`src/sv/kta_pkg.sv`:
```
package kta_pkg;

  // Modifier and lock keys
  localparam logic [7:0] KeyLeftCtrl   = 8'h01;
  localparam logic [7:0] KeyLeftShift  = 8'h02;
  localparam logic [7:0] KeyRightShift = 8'h03;
  localparam logic [7:0] KeyLeftAlt    = 8'h39;
  localparam logic [7:0] KeyCapsLock   = 8'h3A;

  // Character key ranges
  localparam logic [7:0] KeyLetterA    = 8'h04;
  localparam logic [7:0] KeyLetterZ    = 8'h1D;
  localparam logic [7:0] KeyDigit1     = 8'h1E;
  localparam logic [7:0] KeyDigit9     = 8'h26;
  localparam logic [7:0] KeyDigit0     = 8'h27;
  localparam logic [7:0] KeyEnter      = 8'h28;
  localparam logic [7:0] KeyBackspace  = 8'h2A;
  localparam logic [7:0] KeyTab        = 8'h2B;
  localparam logic [7:0] KeySpace      = 8'h2C;
  localparam logic [7:0] KeyPunctFirst = 8'h2D;
  localparam logic [7:0] KeyPunctLast  = 8'h38;

  localparam logic [6:0] AsciiCaseBit  = 7'h20;

  // Held modifiers and the caps lock toggle
  typedef struct packed {
    logic caps;
    logic lalt;
    logic lctrl;
    logic rshift;
    logic lshift;
  } mods_t;

  // Shifted digit row, index 0 is the '1' key
  function automatic logic [6:0] digit_shifted(input logic [3:0] idx);
    logic [6:0] c;
    case (idx)
      4'd0:    c = 7'(int'("!"));
      4'd1:    c = 7'(int'("@"));
      4'd2:    c = 7'(int'("#"));
      4'd3:    c = 7'(int'("$"));
      4'd4:    c = 7'(int'("%"));
      4'd5:    c = 7'(int'("^"));
      4'd6:    c = 7'(int'("&"));
      4'd7:    c = 7'(int'("*"));
      4'd8:    c = 7'(int'("("));
      default: c = '0;
    endcase
    return c;
  endfunction

  // Punctuation keys from the minus key on; the non-US hash slot is unmapped
  function automatic logic [6:0] punct_char(input logic [3:0] idx, input logic shift);
    logic [6:0] c;
    case (idx)
      4'd0:    c = shift ? 7'h5F : 7'h2D;
      4'd1:    c = shift ? 7'h2B : 7'h3D;
      4'd2:    c = shift ? 7'h7B : 7'h5B;
      4'd3:    c = shift ? 7'h7D : 7'h5D;
      4'd4:    c = shift ? 7'h7C : 7'h5C;
      4'd6:    c = shift ? 7'h3A : 7'h3B;
      4'd7:    c = shift ? 7'h22 : 7'h27;
      4'd8:    c = shift ? 7'h7E : 7'h60;
      4'd9:    c = shift ? 7'h3C : 7'h2C;
      4'd10:   c = shift ? 7'h3E : 7'h2E;
      4'd11:   c = shift ? 7'h3F : 7'h2F;
      default: c = '0;
    endcase
    return c;
  endfunction

  // Character for a pressed key under the given modifiers, zero if unmapped
  function automatic logic [6:0] decode_char(input logic [7:0] kc, input mods_t mods);
    logic       shift;
    logic [7:0] off;
    logic [6:0] c;
    shift = mods.lshift | mods.rshift;
    c     = '0;
    if (kc >= KeyLetterA && kc <= KeyLetterZ) begin
      off = kc - KeyLetterA;
      c   = 7'h61 + off[6:0];
      if (shift ^ mods.caps) begin
        c = c - AsciiCaseBit;
      end
    end else if (kc >= KeyDigit1 && kc <= KeyDigit9) begin
      off = kc - KeyDigit1;
      c   = shift ? digit_shifted(off[3:0]) : 7'h31 + off[6:0];
    end else if (kc == KeyDigit0) begin
      c = shift ? 7'h29 : 7'h30;
    end else if (kc == KeyEnter) begin
      c = 7'h0A;
    end else if (kc == KeyBackspace) begin
      c = 7'h08;
    end else if (kc == KeyTab) begin
      c = 7'h09;
    end else if (kc == KeySpace) begin
      c = 7'h20;
    end else if (kc >= KeyPunctFirst && kc <= KeyPunctLast) begin
      off = kc - KeyPunctFirst;
      c   = punct_char(off[3:0], shift);
    end
    return c;
  endfunction

endpackage

```
`src/sv/keycode_to_ascii_with_modifiers_unit.sv`:
```
// Channel | Direction | Handshake                 | Payload
// in      | input     | in_valid_i / in_stall_o   | key_code_i, key_press_i
// out     | output    | out_valid_o / out_stall_i | char_valid_o, char_code_o,
//         |           |                           | *_held_o, caps_lock_on_o
//
// One key event per cycle while the input is not stalled; the result appears in the cycle after its event is accepted,
// set by the single result register behind the modifier update and decode.
// Reset clears the modifier state and the result valid; no clearing pass.
// A stalled result holds; the input stalls only while a held result is stalled,
// and takes the next event in the same cycle the held result leaves.
module keycode_to_ascii_with_modifiers_unit (
  input  logic       clk_i,
  input  logic       rst_ni,
  input  logic       in_valid_i,
  output logic       in_stall_o,
  input  logic [7:0] key_code_i,
  input  logic       key_press_i,
  output logic       out_valid_o,
  input  logic       out_stall_i,
  output logic       char_valid_o,
  output logic [6:0] char_code_o,
  output logic       left_shift_held_o,
  output logic       right_shift_held_o,
  output logic       left_ctrl_held_o,
  output logic       left_alt_held_o,
  output logic       caps_lock_on_o
);

  kta_pkg::mods_t mods_q, mods_d;
  kta_pkg::mods_t res_mods_q;
  logic           out_valid_q, out_valid_d;
  logic [6:0]     char_q, char_d;
  logic           in_accept;

  // Stall input only while a held result cannot leave
  assign in_stall_o = out_valid_q & out_stall_i;
  assign in_accept  = in_valid_i & ~in_stall_o;

  // Update modifiers, then decode the press under the new state
  always_comb begin
    mods_d = mods_q;
    case (key_code_i)
      kta_pkg::KeyLeftShift:  mods_d.lshift = key_press_i;
      kta_pkg::KeyRightShift: mods_d.rshift = key_press_i;
      kta_pkg::KeyLeftCtrl:   mods_d.lctrl  = key_press_i;
      kta_pkg::KeyLeftAlt:    mods_d.lalt   = key_press_i;
      kta_pkg::KeyCapsLock:   mods_d.caps   = mods_q.caps ^ key_press_i;
      default:                mods_d        = mods_q;
    endcase
    char_d = key_press_i ? kta_pkg::decode_char(key_code_i, mods_d) : '0;
  end

  // Result valid: set on accept, clear when the beat leaves
  always_comb begin
    out_valid_d = out_valid_q;
    if (in_accept) begin
      out_valid_d = 1'b1;
    end else if (!out_stall_i) begin
      out_valid_d = 1'b0;
    end
  end

  // Control state
  always_ff @(posedge clk_i or negedge rst_ni) begin
    if (!rst_ni) begin
      mods_q      <= '0;
      out_valid_q <= 1'b0;
    end else begin
      out_valid_q <= out_valid_d;
      if (in_accept) begin
        mods_q <= mods_d;
      end
    end
  end

  // Result payload
  always_ff @(posedge clk_i) begin
    if (in_accept) begin
      char_q     <= char_d;
      res_mods_q <= mods_d;
    end
  end

  assign out_valid_o        = out_valid_q;
  assign char_valid_o       = char_q != '0;
  assign char_code_o        = char_q;
  assign left_shift_held_o  = res_mods_q.lshift;
  assign right_shift_held_o = res_mods_q.rshift;
  assign left_ctrl_held_o   = res_mods_q.lctrl;
  assign left_alt_held_o    = res_mods_q.lalt;
  assign caps_lock_on_o     = res_mods_q.caps;

  // A release never yields a character
  assert property (@(posedge clk_i) disable iff (!rst_ni)
    (in_accept && !key_press_i) |=> !char_valid_o)
    else $error("character produced on key release");

  // Caps press flips the lock state
  assert property (@(posedge clk_i) disable iff (!rst_ni)
    (in_accept && key_press_i && key_code_i == kta_pkg::KeyCapsLock)
      |=> (mods_q.caps != $past(mods_q.caps)))
    else $error("caps lock did not toggle");

  // Reported modifiers match the kept state after each accept
  assert property (@(posedge clk_i) disable iff (!rst_ni)
    in_accept |=> (res_mods_q == mods_q))
    else $error("reported modifiers differ from kept state");

  // Held modifiers change only on an accepted event
  assert property (@(posedge clk_i) disable iff (!rst_ni)
    !in_accept |=> $stable(mods_q))
    else $error("modifier state changed without an event");

endmodule

```
`config.mk`:
```
export PLATFORM = sky130hd
export DESIGN_NAME = keycode_to_ascii_with_modifiers_unit
export DESIGN_NICKNAME = d
export VERILOG_FILES = /design/src/sv/kta_pkg.sv /design/src/sv/keycode_to_ascii_with_modifiers_unit.sv
export SDC_FILE = /design/constraint.sdc
export NUM_CORES = 1
export LEC_CHECK = 0
export BUFFER_PORTS_ARGS = -buffer_cell sky130_fd_sc_hd__buf_4
export CAP_MARGIN = 25
export CORE_UTILIZATION = 46
export DETAILED_ROUTE_END_ITERATION = 10
export GPL_TIMING_DRIVEN = 0
export HOLD_SLACK_MARGIN = 0.12
export PLACE_DENSITY = 0.68
export SKIP_LAST_GASP = 1
export SLEW_MARGIN = 20
export SYNTH_ARGS = -nofsm -noshare
export SYNTH_HDL_FRONTEND = slang
export SYNTH_SLANG_ARGS = --single-unit
```
`constraint.sdc`:
```
create_clock -name clk_i -period 2.95 [get_ports clk_i]
set_input_delay 0.885 -clock clk_i [delete_from_list [all_inputs] [get_ports clk_i]]
set_output_delay 0.885 -clock clk_i [all_outputs]
set_load 0.02 [all_outputs]
```
==> impl_metrics.tcl <==
set metrics [dict create \
    run_status "completed" \
    wl_met1_um 2700 \
    fillers 356 \
    timing.rr.end "char_code_o[5]$_SDFFCE_PN0P_" \
    yosys_most_used_dff "edfxtp_1" \
    drive_above_1_share_pct 29.8 \
    ys_warn_count 0 \
    synthesis.instances 273 \
    final-max-slew-violation-count 0 \
    port_buffers 24 \
    synth.most_common_cell "a21oi_1" \
    power_leakage_nw 1.06 \
    hold_viol 0 \
    synthesis.area_per_instance_um2 7.82 \
    timing.fmax_ghz 0.340 \
    nNetsFinal 337 \
    globalRouteOverflowTotal 0 \
    rrSetupSlack_ns 0.89 \
    grt_setup_unrepaired "yes" \
    floorplan.core_area_um2 4410 \
    post_layout_nonfiller_instances 364 \
    antenna_violations_before_repair 0 \
    worstSkewPairLatency_ns 0.26 \
    first_global_vias 2151 \
    via_per_inst 6.58 \
    power.density_cell_area_nw_per_um2 355 \
    edff_count_synth 12 \
    drt-initial-drc-count 308 \
    post-synth-top-area-cell "edfxtp_1" \
    dr_wl_met2_um 3110 \
    dpl.hpwl_um 4460 \
    grt_max_degree 19 \
    worstSetupEndpointType "flip-flop" \
    post_synth_cell_types 56 \
    required_arrival_time_at_the_worst_endpoint_ns 3.06 \
    clock_tree.buffer_depth 2 \
    synthArstFlopShare_pct 33.3 \
    comb_power_share_pct 49.9 \
    fin_worst_skew_ns 0.00701 \
    die_area_um2 4920 \
    tightestPinTransition_ns 0.904 \
    tritoncts.num_buffers 3 \
    critical_path.max_fanout 9 \
    netlist.area_leader.share_pct 16.9 \
    total_switching_power_mw 0.388 \
    routedWlPerCell_um 18.0 \
    n_antenna_cell 0 \
    effective_utilization_at_floorplan_pct 48.4 \
    yosys_register_bits 18 \
    max-cap-violations 0 \
    p_total_mw 0.982 \
    r2r_start "mods_q[1]$_DFFE_PN0P_" \
    met3WireLength_um 556 \
    pwr-share-seq_pct 31.8 \
    floorplan.io_pins 28 \
    vias 2394 \
    dr.pass1.iters 5 \
    synth_seq_area_share_pct 23.9 \
    setup.worst_path.class "input port to flip-flop" \
    ff2ff_path_depth 7 \
    syn2layout_area_growth_pct 29.5 \
    global_route_usage_over_all_layers_pct 26.1 \
    report.final.setup_viol 0 \
    ys_top_cells_by_count "27 x a21oi_1, 26 x nand2_1, 24 x nor2_1" \
    finalCritPeriodShare_pct 99.6 \
    postRouteAntennaNets 0 \
    top_layer_used "met4" \
    clkSlewWorstSetupHoldPaths_ns 0.07 \
    die_h_um 70.1 \
    power.share.switching_pct 39.6 \
    cts_sinks 18 \
    layout_min_cycle_time_ns 2.94 \
    clock-root-buffer "clkbuf_8" \
    drc_violations 0 \
    grt_first_pass_wirelength_um 10300 \
    tritoncts "done" \
    gp_routability_congestion 0.988 \
    max-vdd-ir-drop_uv 217 \
    critical_path.startpoint_type "input port" \
    site_rows 24 \
    dieWidth_um 70.1 \
    synth.net_count 297 \
    h-tree-depth 1 \
    drt_wl_total_um 6560 \
    hold_class "input port to asynchronous set/reset pin" \
    synthesis.area_um2 2130 \
    max-slew-margin-rel_pct 39.7 \
    critical_path_arrival_ns 3.05 \
    power_frac_clock_pct 18.3 \
    ys_top_cells_by_area "edfxtp_1 17%, dfrtp_1 7.0%, ha_1 6.4%" \
    internal-power_mw 0.593 \
    numPlacedInstances 349 \
]
metal layers:
layer / up-vias / track usage, %
met5: - / 0
met4: 0 / 9.33
met3: 21 / 4.04
met2: 141 / 42.2
met1: 1129 / 35.1
li1: 1103 / -
final cells by class:
cell class	instances	area, µm²	area share, %
Buffer	19	114	4.12
Clock buffer	3	41.3	1.49
Clock inverter	1	3.75	0.136
Inverter	9	42.5	1.54
Multi-Input combinational cell	222	1690	61.0
Sequential cell	18	510	18.5
Tap cell	52	65.1	2.35
Timing Repair Buffer	40	300	10.9
critical path, stage by stage:
cell        delay [ns]
buf_4             0.15
clkinvlp_4        0.19
ha_4              0.22
nand2b_4          0.18
and2_1            0.22
a2111o_1          0.43
a31oi_4           0.27
buf_4             0.17
buf_4             0.10
o31ai_1           0.06
a21oi_1           0.16
per-stage QoR:
| stage | area, µm² | TNS (ns) | setup WS (ns) | utilization [%] | hold slack [ns] |
|---|---|---|---|---|---|
| after floorplan | 2140 | 0 | 0.0201 | - | 0.475 |
| after global placement | 2390 | -3.61 | -0.778 | 54.1 | 0.489 |
| after detailed placement | 2390 | -3.32 | -0.550 | 54.1 | 0.494 |
| after CTS | 2550 | 0 | 0.00634 | 57.7 | 0.423 |
| after global routing | 2760 | -0.119 | -0.0325 | 62.6 | 0.419 |
| final | 2760 | 0 | 0.0120 | 62.6 | 0.418 |
power by group through the flow:
stage          clock (mW)  combinational [mW]  sequential, mW
6_report            0.180               0.490           0.312
3_3_place_gp            0               0.397           0.316
2_1_floorplan           0               0.272           0.331
3_5_place_dp            0               0.397           0.316
5_1_grt             0.190               0.525           0.315
4_1_cts             0.183               0.428           0.312
cell usage in the layout, fill, tap and decap left out, drive strengths merged, types with 9 or more instances in the layout:
master,count
buf,51
a21oi,29
nand2,26
nor2,24
o21ai,14
edfxtp,12
ha,11
clkbuf,11
xnor2,10
a31oi,9
state kept, by name (all words and copies together), names as in the netlist:
signal / count
mods_q: 5
out_valid_o: 1
left_ctrl_held_o: 1
char_code_o: 7
caps_lock_on_o: 1
right_shift_held_o: 1
left_alt_held_o: 1
left_shift_held_o: 1
timing repair:
action / CTS / global route
hold buffers: 0 / 0
gates resized for setup: 17 / 42
pin swaps: 2 / 8
setup buffers: 4 / 11
endpoints found under the hold margin: 0 / 0
cloned: 1 / 0
setup endpoints to repair: 7 / 7
how the worst max path moves through the flow:
stage / start / endpoint / slack, ns / cells past startpoint
2_1_floorplan: key_code_i[0] / char_code_o[4]$_SDFFCE_PN0P_ / 0.02 / 10
3_3_place_gp: key_code_i[2] / char_code_o[3]$_SDFFCE_PN0P_ / -0.78 / 8
3_5_place_dp: key_code_i[1] / char_code_o[3]$_SDFFCE_PN0P_ / -0.55 / 10
4_1_cts: key_code_i[1] / char_code_o[4]$_SDFFCE_PN0P_ / 0.006 / 10
5_1_grt: key_code_i[1] / char_code_o[1]$_SDFFCE_PN0P_ / -0.03 / 11
6_report: key_code_i[1] / char_code_o[1]$_SDFFCE_PN0P_ / 0.01 / 11
logic make-up after synthesis:
logic type,Yosys count,share of synthesized area [%]
buffers and inverters,33,6.80
adders and majority gates,11,6.45
and+or+nand+nor,89,19.9
muxes,8,4.22
DFF,18,23.9
xor gates and xnor gates,15,6.51
AOI/OAI and AO/OA,99,32.2
(Power assumes the default switching activity.)
